### src/rtl/pwbt_pkg.sv
`default_nettype none

package pwbt_pkg;

    // frame length in bits, default
    localparam int unsigned BITS_PER_CODE_DEF = 8;

    // configuration port
    localparam int unsigned APB_DATA_W = 32;
    localparam int unsigned APB_ADDR_W = 5;
    localparam int unsigned REG_IDX_W  = 3;
    localparam int unsigned TICK_W     = 16;

    typedef enum logic [REG_IDX_W-1:0] {
        REG_CARRIER_ENABLE     = 3'd0,
        REG_CARRIER_HALF_TICKS = 3'd1,
        REG_SHORT_MARK_TICKS   = 3'd2,
        REG_LONG_MARK_TICKS    = 3'd3,
        REG_SPACE_TICKS        = 3'd4
    } t_reg_idx;

    localparam logic              CARRIER_ENABLE_RST     = 1'b1;
    localparam logic [TICK_W-1:0] CARRIER_HALF_TICKS_RST = 16'd13;
    localparam logic [TICK_W-1:0] SHORT_MARK_TICKS_RST   = 16'd100;
    localparam logic [TICK_W-1:0] LONG_MARK_TICKS_RST    = 16'd500;
    localparam logic [TICK_W-1:0] SPACE_TICKS_RST        = 16'd500;

    // input command codes
    localparam logic CMD_TICK = 1'b0;
    localparam logic CMD_LOAD = 1'b1;

    typedef struct packed {
        logic       command;
        logic [7:0] code_byte;
    } t_in_word;

    typedef struct packed {
        logic line_level;
        logic busy_res;
        logic load_rejected;
        logic frame_done;
    } t_out_word;

    typedef struct packed {
        logic              carrier_enable;
        logic [TICK_W-1:0] carrier_half_ticks;
        logic [TICK_W-1:0] short_mark_ticks;
        logic [TICK_W-1:0] long_mark_ticks;
        logic [TICK_W-1:0] space_ticks;
    } t_cfg;

    typedef enum logic [2:0] {
        PH_IDLE  = 3'b001,
        PH_MARK  = 3'b010,
        PH_SPACE = 3'b100
    } t_phase;

    // a zero length behaves as one tick
    function automatic logic [TICK_W-1:0] at_least_one(input logic [TICK_W-1:0] v);
        at_least_one = (v == '0) ? TICK_W'(1) : v;
    endfunction

endpackage

`default_nettype wire

### src/rtl/pwbt_regs.sv
`default_nettype none

module pwbt_regs (
    input  wire logic                              i_clk,
    input  wire logic                              i_rst_n,
    input  wire logic                              psel,
    input  wire logic                              penable,
    input  wire logic                              pwrite,
    input  wire logic [pwbt_pkg::APB_ADDR_W-1:0]   paddr,
    input  wire logic [pwbt_pkg::APB_DATA_W-1:0]   pwdata,
    output logic      [pwbt_pkg::APB_DATA_W-1:0]   prdata,
    output logic                                   pready,
    output pwbt_pkg::t_cfg                         o_cfg
);
    import pwbt_pkg::*;

    t_cfg                 r_cfg;
    logic                 wr_en;
    logic [REG_IDX_W-1:0] idx;

    assign pready = 1'b1;
    assign idx    = paddr[APB_ADDR_W-1:2];
    assign wr_en  = psel && penable && pwrite;
    assign o_cfg  = r_cfg;

    always_ff @(posedge i_clk) begin
        if (!i_rst_n) begin
            r_cfg.carrier_enable     <= CARRIER_ENABLE_RST;
            r_cfg.carrier_half_ticks <= CARRIER_HALF_TICKS_RST;
            r_cfg.short_mark_ticks   <= SHORT_MARK_TICKS_RST;
            r_cfg.long_mark_ticks    <= LONG_MARK_TICKS_RST;
            r_cfg.space_ticks        <= SPACE_TICKS_RST;
        end else if (wr_en) begin
            unique case (idx)
                REG_CARRIER_ENABLE:     r_cfg.carrier_enable     <= pwdata[0];
                REG_CARRIER_HALF_TICKS: r_cfg.carrier_half_ticks <= pwdata[TICK_W-1:0];
                REG_SHORT_MARK_TICKS:   r_cfg.short_mark_ticks   <= pwdata[TICK_W-1:0];
                REG_LONG_MARK_TICKS:    r_cfg.long_mark_ticks    <= pwdata[TICK_W-1:0];
                REG_SPACE_TICKS:        r_cfg.space_ticks        <= pwdata[TICK_W-1:0];
                default: ;
            endcase
        end
    end

    always_comb begin
        prdata = '0;
        unique case (idx)
            REG_CARRIER_ENABLE:     prdata = APB_DATA_W'(r_cfg.carrier_enable);
            REG_CARRIER_HALF_TICKS: prdata = APB_DATA_W'(r_cfg.carrier_half_ticks);
            REG_SHORT_MARK_TICKS:   prdata = APB_DATA_W'(r_cfg.short_mark_ticks);
            REG_LONG_MARK_TICKS:    prdata = APB_DATA_W'(r_cfg.long_mark_ticks);
            REG_SPACE_TICKS:        prdata = APB_DATA_W'(r_cfg.space_ticks);
            default:                prdata = '0;
        endcase
    end

endmodule

`default_nettype wire

### src/rtl/pwbt_engine.sv
`default_nettype none

module pwbt_engine #(
    parameter int unsigned BITS_PER_CODE = pwbt_pkg::BITS_PER_CODE_DEF
) (
    input  wire logic           i_clk,
    input  wire logic           i_rst_n,
    input  wire logic           i_step,
    input  wire pwbt_pkg::t_in_word i_word,
    input  wire pwbt_pkg::t_cfg     i_cfg,
    output pwbt_pkg::t_out_word o_result
);
    import pwbt_pkg::*;

    localparam int unsigned POS_W = $clog2(BITS_PER_CODE + 1);

    logic [7:0]        r_shift, n_shift;
    logic [POS_W-1:0]  r_pos,   n_pos;
    t_phase            r_phase, n_phase;
    logic [TICK_W-1:0] r_pc,    n_pc;
    logic [TICK_W-1:0] r_cc,    n_cc;
    logic              r_cl,    n_cl;

    logic [TICK_W-1:0] pc_dec, cc_dec;
    logic [POS_W-1:0]  pos_inc;
    logic              done, rejected;

    assign pc_dec  = (r_pc != '0) ? r_pc - TICK_W'(1) : '0;
    assign cc_dec  = (r_cc != '0) ? r_cc - TICK_W'(1) : '0;
    assign pos_inc = r_pos + POS_W'(1);

    always_comb begin
        n_shift  = r_shift;
        n_pos    = r_pos;
        n_phase  = r_phase;
        n_pc     = r_pc;
        n_cc     = r_cc;
        n_cl     = r_cl;
        done     = 1'b0;
        rejected = 1'b0;
        if (i_word.command == CMD_LOAD) begin
            if (r_phase != PH_IDLE) begin
                rejected = 1'b1;
            end else begin
                n_shift = i_word.code_byte;
                n_pos   = '0;
                n_phase = PH_MARK;
                n_pc    = at_least_one(i_word.code_byte[0] ? i_cfg.long_mark_ticks
                                                           : i_cfg.short_mark_ticks);
            end
        end else begin
            // free-running carrier
            if (cc_dec == '0) begin
                n_cl = ~r_cl;
                n_cc = at_least_one(i_cfg.carrier_half_ticks);
            end else begin
                n_cc = cc_dec;
            end
            if (r_phase != PH_IDLE) begin
                if (pc_dec != '0) begin
                    n_pc = pc_dec;
                end else if (r_phase == PH_MARK) begin
                    n_phase = PH_SPACE;
                    n_pc    = at_least_one(i_cfg.space_ticks);
                end else begin
                    n_shift = {1'b0, r_shift[7:1]};
                    n_pos   = pos_inc;
                    if (pos_inc >= POS_W'(BITS_PER_CODE)) begin
                        n_phase = PH_IDLE;
                        n_pc    = '0;
                        done    = 1'b1;
                    end else begin
                        n_phase = PH_MARK;
                        n_pc    = at_least_one(r_shift[1] ? i_cfg.long_mark_ticks
                                                          : i_cfg.short_mark_ticks);
                    end
                end
            end
        end
    end

    always_comb begin
        o_result.line_level    = (n_phase == PH_MARK) && (i_cfg.carrier_enable ? n_cl : 1'b1);
        o_result.busy_res      = (n_phase != PH_IDLE);
        o_result.load_rejected = rejected;
        o_result.frame_done    = done;
    end

    always_ff @(posedge i_clk) begin
        if (!i_rst_n) begin
            r_shift <= '0;
            r_pos   <= '0;
            r_phase <= PH_IDLE;
            r_pc    <= '0;
            r_cc    <= '0;
            r_cl    <= 1'b0;
        end else if (i_step) begin
            r_shift <= n_shift;
            r_pos   <= n_pos;
            r_phase <= n_phase;
            r_pc    <= n_pc;
            r_cc    <= n_cc;
            r_cl    <= n_cl;
        end
    end

endmodule

`default_nettype wire

### src/rtl/ir_pulse_width_byte_transmitter_top.sv
// channel  | direction | valid        | stall        | payload
// ---------+-----------+--------------+--------------+----------------------
// in       | into      | i_in_valid   | o_in_stall   | i_in_word  (t_in_word)
// out      | out of    | o_out_valid  | i_out_stall  | o_out_word (t_out_word)
// config   | into      | psel/penable | pready       | paddr/pwdata/prdata
//
// one word per cycle sustained while the output is not stalled; from input to result
// a word passes the input register, then state update and the result register
// synchronous active-low reset returns the frame state machine to idle and
// the registers to their documented defaults
// a held result stalls the input register only, which stalls the input
// when it is also full

`default_nettype none

module ir_pulse_width_byte_transmitter_top #(
    parameter int unsigned BITS_PER_CODE = pwbt_pkg::BITS_PER_CODE_DEF
) (
    input  wire logic                            i_clk,
    input  wire logic                            i_rst_n,
    // item input
    input  wire logic                            i_in_valid,
    output logic                                 o_in_stall,
    input  wire pwbt_pkg::t_in_word              i_in_word,
    // result output
    output logic                                 o_out_valid,
    input  wire logic                            i_out_stall,
    output pwbt_pkg::t_out_word                  o_out_word,
    // register port
    input  wire logic                            psel,
    input  wire logic                            penable,
    input  wire logic                            pwrite,
    input  wire logic [pwbt_pkg::APB_ADDR_W-1:0] paddr,
    input  wire logic [pwbt_pkg::APB_DATA_W-1:0] pwdata,
    output logic      [pwbt_pkg::APB_DATA_W-1:0] prdata,
    output logic                                 pready
);
    import pwbt_pkg::*;

    t_cfg      cfg;
    t_out_word step_result;

    // input register
    logic      r_in_valid;
    t_in_word  r_in_word;
    // result register
    logic      r_out_valid;
    t_out_word r_out_word;

    logic      advance;
    logic      in_take;

    // the held word moves on when the result register is free or draining
    assign advance    = r_in_valid && (!r_out_valid || !i_out_stall);
    assign o_in_stall = r_in_valid && !advance;
    assign in_take    = i_in_valid && !o_in_stall;

    assign o_out_valid = r_out_valid;
    assign o_out_word  = r_out_word;

    pwbt_regs u_regs (
        .i_clk   (i_clk),
        .i_rst_n (i_rst_n),
        .psel    (psel),
        .penable (penable),
        .pwrite  (pwrite),
        .paddr   (paddr),
        .pwdata  (pwdata),
        .prdata  (prdata),
        .pready  (pready),
        .o_cfg   (cfg)
    );

    // frame and carrier state, updated once per word leaving the input register
    pwbt_engine #(
        .BITS_PER_CODE (BITS_PER_CODE)
    ) u_engine (
        .i_clk    (i_clk),
        .i_rst_n  (i_rst_n),
        .i_step   (advance),
        .i_word   (r_in_word),
        .i_cfg    (cfg),
        .o_result (step_result)
    );

    always_ff @(posedge i_clk) begin
        if (!i_rst_n) begin
            r_in_valid <= 1'b0;
        end else if (in_take) begin
            r_in_valid <= 1'b1;
        end else if (advance) begin
            r_in_valid <= 1'b0;
        end
    end

    // payload registers carry no reset
    always_ff @(posedge i_clk) begin
        if (in_take) begin
            r_in_word <= i_in_word;
        end
    end

    always_ff @(posedge i_clk) begin
        if (!i_rst_n) begin
            r_out_valid <= 1'b0;
        end else if (advance) begin
            r_out_valid <= 1'b1;
        end else if (!i_out_stall) begin
            r_out_valid <= 1'b0;
        end
    end

    always_ff @(posedge i_clk) begin
        if (advance) begin
            r_out_word <= step_result;
        end
    end

endmodule

`default_nettype wire

### config.mk
export PLATFORM = sky130hd
export DESIGN_NAME = ir_pulse_width_byte_transmitter_top
export DESIGN_NICKNAME = d
export VERILOG_FILES = /design/src/rtl/pwbt_pkg.sv /design/src/rtl/pwbt_regs.sv /design/src/rtl/pwbt_engine.sv /design/src/rtl/ir_pulse_width_byte_transmitter_top.sv
export SDC_FILE = /design/constraint.sdc
export NUM_CORES = 1
export LEC_CHECK = 0
export ABC_AREA = 1
export BUFFER_PORTS_ARGS = -buffer_cell sky130_fd_sc_hd__buf_2
export CORE_MARGIN = 2
export CORE_UTILIZATION = 60
export CTS_CLUSTER_DIAMETER = 150
export CTS_CLUSTER_SIZE = 30
export DETAILED_ROUTE_END_ITERATION = 8
export PLACE_DENSITY = 0.81
export SYNTH_ARGS = -nofsm -noshare
export SYNTH_HDL_FRONTEND = slang
export SYNTH_HIERARCHICAL = 1
export SYNTH_SLANG_ARGS = --single-unit
export TNS_END_PERCENT = 100
### constraint.sdc
create_clock -name i_clk -period 2.93 [get_ports i_clk]
set_clock_uncertainty 0.1 [all_clocks]
set_input_delay 0.4395 -clock i_clk [delete_from_list [all_inputs] [get_ports i_clk]]
set_output_delay 0.4395 -clock i_clk [all_outputs]
set_load 0.03 [all_outputs]
# Word-level counts from Yosys, hierarchy flattened

Cells that the tools add are included.

Add/subtract/negate cells: 3
Multiplexer cells: 41
Reduce and logical (&&, ||, !) cells: 31
Bitwise gates (word level): 3
Equality and inequality tests: 12
Magnitude comparators: 1

Operators with widths:

| cell                    | number |
|---|---|
| $mux W16                | 15 |
| $logic_not A16 Y1       | 5 |
| $pmux W16 S5            | 1 |
| $reduce_bool A16 Y1     | 3 |
| $mux W8                 | 5 |
| $sub A16 B1 Y16 const B | 2 |
| $mux W4                 | 5 |
| $mux W3                 | 5 |
| $eq A3 B2 Y1 const B    | 4 |
| $reduce_and A2 Y1       | 6 |
| $mux W1                 | 9 |
| $logic_and A1 B1 Y1     | 6 |
| $ne A2 B2 Y1 const B    | 3 |
| $ne A3 B1 Y1 const B    | 2 |
| $reduce_and A5 Y1       | 1 |
| $add A4 B1 Y4 const B   | 1 |
| $ge A4 B4 Y1 const B    | 1 |
| $logic_not A1 Y1        | 4 |
| $reduce_bool A2 Y1      | 2 |
| $reduce_or A4 Y1        | 1 |
| $eq A3 B1 Y1 const B    | 1 |
| $eq A3 B3 Y1 const B    | 1 |
| $logic_not A3 Y1        | 1 |
| $not A1 Y1              | 3 |
| 4 further kinds         | 4 |

Register bits after elaboration: 128
Logic and storage cells: 110
Output and inout bits: 39

# Depth between registers and ports, before layout

Depth in word-level cells: 9
Gate-level depth with buffers: 18

# Hierarchy

Netlist, hierarchy kept.

Modules (own cells, without submodules):

| module                              | cells an instance | area an instance (sq um) | sequential area each (sq um) | times used |
|---|---|---|---|---|
| pwbt_engine                         | 788               | 4377.9                   | 940.9                        | 1 |
| pwbt_regs                           | 539               | 3309.4                   | 1301.2                       | 1 |
| ir_pulse_width_byte_transmitter_top | 26                | 485.5                    | 430.4                        | 1 |

# Least setup slack after synthesis

OpenSTA, ideal clock, no wires.

Path type: register to register
Start: reg r_in_word[8] in the netlist's numbering
End: reg u_engine.r_shift[1]
Data arrival time: 2.190 ns
Data required time: 2.698 ns
Setup slack: 0.508 ns
Cell stages (with the launch flop): 12
Path buffers: 4
Cells stage by stage: edfxtp_1 > clkbuf_1 > clkinv_1 > clkbuf_1 > ha_1 > nor3_1 > o21a_1 > buf_2 > nand2_2 > buf_6 > nand2_1 > a21oi_1

Cells in the longest elaborated chain, start to end: 2
Elaborated cells on any way between the ends: 6
Classes of those cells: eq/ne: 3; mux: 1; reduce/logical: 2

RTL lines:

| what                                                                | line                                      | text |
|---|---|---|
| from (decl)                                                         | ir_pulse_width_byte_transmitter_top.sv:45 | `t_in_word r_in_word;` |
| from (signal assigned)                                              | ir_pulse_width_byte_transmitter_top.sv:99 | `r_in_word <= i_in_word;` |
| $ne A2 B2 Y1 (no line) / $reduce_bool A2 Y1 (equally long branches) | --                                        |  |
| $reduce_and A5 Y1 (no line)                                         | --                                        |  |
| to (signal assigned)                                                | pwbt_engine.sv:98                         | `r_shift <= n_shift;` |
| to (decl)                                                           | pwbt_engine.sv:17                         | `logic [7:0] r_shift, n_shift;` |

Several ways; a longest one is shown, not always the timed one.
A chain may end at the register's enable or synchronous reset.

# Worst setup path in the final report

Start: reg u_engine.r_pc[0]
End: reg u_engine.r_pos[0]

Cells in the longest elaborated chain, start to end: 5
Elaborated cells on any way between the ends: 6
Classes of those cells: add/sub: 1; eq/ne: 1; mux: 1; reduce/logical: 3

RTL lines:

| what                                                          | line               | text |
|---|---|---|
| from (decl)                                                   | pwbt_engine.sv:20  | `logic [TICK_W-1:0] r_pc, n_pc;` |
| from (signal assigned)                                        | pwbt_engine.sv:101 | `r_pc <= n_pc;` |
| $sub A16 B1 Y16 / $reduce_bool A16 Y1 (equally long branches) | pwbt_engine.sv:28  | `assign pc_dec = (r_pc != '0) ? r_pc - TICK_W'(1) : '0;` |
| $mux W16 (*)                                                  | pwbt_engine.sv:28  |  |
| $reduce_bool A16 Y1 (*)                                       | pwbt_engine.sv:60  | `if (pc_dec != '0) begin` |
| $ne A2 B2 Y1 (no line) (*)                                    | --                 |  |
| $reduce_and A5 Y1 (no line) (*)                               | --                 |  |
| to (signal assigned)                                          | pwbt_engine.sv:99  | `r_pos <= n_pos;` |
| to (decl)                                                     | pwbt_engine.sv:18  | `logic [POS_W-1:0] r_pos, n_pos;` |

Every way passes the cells marked *; elsewhere a longest branch is shown, timed or not.

==> flow_summary.json <==
{
  "required_ns": 3.14,
  "muxShareOfSynthArea_pct": 0,
  "regToRegSetupSlack_ns": 0.18,
  "synth_async_sr_flop_share_pct": 0,
  "rsz0062_at_grt": "true",
  "synth_edf_count": 13,
  "drc": 0,
  "cp_max_fo": 18,
  "place_area_mm2": 0.008478,
  "grt_pass1_vias": 7881,
  "ys_warn_count": 6,
  "detail-route-antenna-nets": 0,
  "vias": 8740,
  "worstMarginPinSlew_ns": 0.8321,
  "cts_resized": 0,
  "max_cap_viol_count": 0,
  "syn_area_per_cell_um2": 6.041,
  "drive_gt1_share_pct": 11.12,
  "synth-compound-area-share_pct": 9.262,
  "htreeDepth": 4,
  "power.density_mw_per_mm2": 589.6,
  "grt_start_max_net_pins": 39,
  "hp-class": "in -> reg",
  "synth-seq-cells": 127,
  "fmax_mhz": 363.8,
  "slowest_delay_ns": 0.31,
  "coreArea_mm2": 0.01330,
  "start_util_pct": 61.47,
  "end_kind": "flop",
  "fp.dieW_um": 120.7,
  "crit_type": "reg -> reg",
  "globalplace.congestion": 0.9371,
  "synth_fa_ha_area_share_pct": 0.7655,
  "dpl.hpwl_um": 15930,
  "cts_made_buffers": 17,
  "stdcell_area_mm2": 0.009089,
  "status": "finished, final reports clean",
  "nNetsFinal": 1448,
  "synth-main-ff-cell": "dfxtp_1",
  "cpMostUsedCell": "nand2_1",
  "power.total_mw": 5.358,
  "die_y_um": 120.7,
  "synthToLayoutAreaGrowth_pct": 11.21,
  "min_period_ns": 2.749,
  "grt.total_usage_pct": 31.85,
  "grt_overflow": 0,
  "hold_viol_final": 0,
  "crit_path_top_delay_cell": "dfxtp_1",
  "cts_setup_buffers": 0,
  "clockBufferDepth": 2,
  "antenna_found_initial": 0,
  "synth_seq_area_share_pct": 32.70,
  "ir_worst_vdd_mv": 0.4511,
  "clock-sinks": 127,
  "cts-hold-fix-buffers": 0,
  "vias_per_cell": 5.535,
  "rows": 42,
  "syn_area_mm2": 0.008173,
  "critPathLaunchType": "flop",
  "cp.arrival_ns": 2.96,
  "synth_top_family_by_area": "simple AND/OR/NAND/NOR gates",
  "crit_chain": "inv_1 > ha_1 > nand2_2 > nor2_4 > nand2_4 > nand2_1 > nand2_1 > nor2_1 > nand2_1 > nor2_4 > nand3_4 > nand2_4 > nand2_2 > o21ai_0 > a21oi_1",
  "fin_crit_sh_pct": 93.82,
  "yosys.area_share.xor_xnor_pct": 0.5358,
  "dieArea_mm2": 0.01457,
  "ios": 92,
  "num_antenna_cells": 0,
  "drv_slew": 0,
  "clk_latency_ns": 0.43,
  "leakagePower_nw": 4.417,
  "grt_pass1_wl_um": 36980,
  "synthDistinctLibCells": 41,
  "cts_tree": "yes",
  "portBuffers": 56,
  "slew_headroom_pct": 44.47,
  "finalSetupViolCount": 0,
  "drt_wl_total_um": 23040,
  "first_iter_violations": 821,
  "cts-root-buf": "clkbuf_16",
  "yosys.area_share.simple_pct": 44.61,
  "path_clk_slew_ns": 0.06,
  "wl_per_cell_um": 14.59,
  "first_pass_iters": 5,
  "synth_cells": 1353
}
==> area by class of cell <==
| cell class | count | area [um2] |
|---|---|---|
| clock inverters | 15 | 185.2 |
| flip-flops and latches | 127 | 2673 |
| inverters | 146 | 549.3 |
| repair buffers | 78 | 457.9 |
| well taps | 176 | 220.2 |
| clock buffers | 17 | 425.4 |
| multi-input cells | 1020 | 4578 |
| fillers | 1206 | 4207 |
==> cells by family (layout without fill, tap and decap cells) <==
logic type                 count (synthesis)  in the layout
AOI/OAI and AO/OA                        141            141
xor gates and xnor gates                   5              5
adders and majority gates                  5              5
buffers and inverters                    221            256
and+or+nand+nor                          852            852
other                                      2             17
DFF                                      127            127
==> power by group <==
part	total (mW)	internal (mW)	leakage (nW)	switching (mW)
logic	1.28	0.391	3.07	0.884
clock network	2.19	1.35	0.295	0.840
registers	1.90	1.82	1.05	0.0742
==> synth_stat cells, types with 5 or more instances <==
master      n  share of area, %
a21oi_1    53               3.2
a31oi_1     7              0.54
buf_2      14              0.86
buf_4      24               2.2
buf_6       6              0.83
clkbuf_1   30               1.4
dfxtp_1   114                28
edfxtp_1   13               4.8
ha_1        5              0.77
inv_1     139               6.4
nand2_1   464                21
nand3_1   151               9.2
nand3_2    11               1.3
nand4_1    12              0.92
nor2_1    174               8.0
nor2_2      9              0.69
nor2_4      7              0.96
nor4_1     11              0.84
o211ai_1    5              0.46
o21ai_0    64               3.9
==> per-layer routing <==
| layer | track usage [%] | vias to the layer above | share of wire, % |
|---|---|---|---|
| met3 | 7.547 | 74 | 8.9 |
| met1 | 40.15 | 3917 | 42 |
| li1 | - | 4327 | - |
| met2 | 51.38 | 422 | 45 |
| met4 | 15.04 | 0 | 4.0 |
| met5 | 0 | - | 0 |
==> flip-flops by register name, summed over array words and instances, names as in the netlist, 3 cells and up <==
signal and count:
u_engine/r_pc 16, u_engine/r_shift 7, u_engine/r_pos 4, u_engine/r_cc 16
u_engine/r_phase 3, u_regs/o_cfg 65, o_out_word 4, r_in_word 9
==> worst max-delay path: cells and delay by family (launching register included) <==
kind	cells	cell delay [ns]
buffers and inverters	1	0.08
AND/OR/NAND/NOR	11	1.64
adder cells (fa/ha/maj)	1	0.22
flip-flops	1	0.31
AO/OA/AOI/OAI	2	0.27
==> stage by stage <==
stage | hold slack [ns] | TNS [ns] | utilization, % | setup WS (ns) | std cells
6_report | 0.09038 | 0 | 68.36 | 0.1810 | 1579
5_1_grt | 0.07683 | -0.001608 | 68.36 | -0.001608 | 1579
4_1_cts | 0.08100 | 0 | 68.36 | 0.2587 | 1579
3_5_place_dp | 0.3548 | 0 | 63.77 | 0.3300 | 1547
3_3_place_gp | 0.3493 | 0 | 63.77 | 0.3811 | 1547
2_1_floorplan | 0.3391 | 0 | - | 0.5077 | 1368
==> path summary, 6_finish.rpt <==
| path | startpoint | endpoint | depth (start not counted) |
|---|---|---|---|
| max | u_engine/r_pc[0] | u_engine/r_pos[0] | 15 |
| min | i_in_word[1] | r_in_word[1] | 1 |
| max reg2reg | u_engine/r_pc[0] | u_engine/r_pos[0] | 15 |
| min reg2reg | u_engine/r_shift[4] | u_engine/r_shift[4] | 2 |
==> cell usage in the layout, fill, tap and decap left out, types with 5 or more instances in the layout <==
cell type,Yosys,layout
a21oi_1,53,53
a31oi_1,7,7
buf_2,14,56
buf_4,24,21
clkbuf_16,0,17
conb_1,2,17
dfxtp_1,114,114
edfxtp_1,13,13
ha_1,5,5
inv_1,139,139
nand2_1,464,464
nand3_1,151,151
nand3_2,11,11
nand4_1,12,12
nor2_1,174,172
nor2_2,9,11
nor2_4,7,7
nor4_1,11,11
o211ai_1,5,5
o21ai_0,64,64
Note: power is estimated with default switching activity, not from simulation.
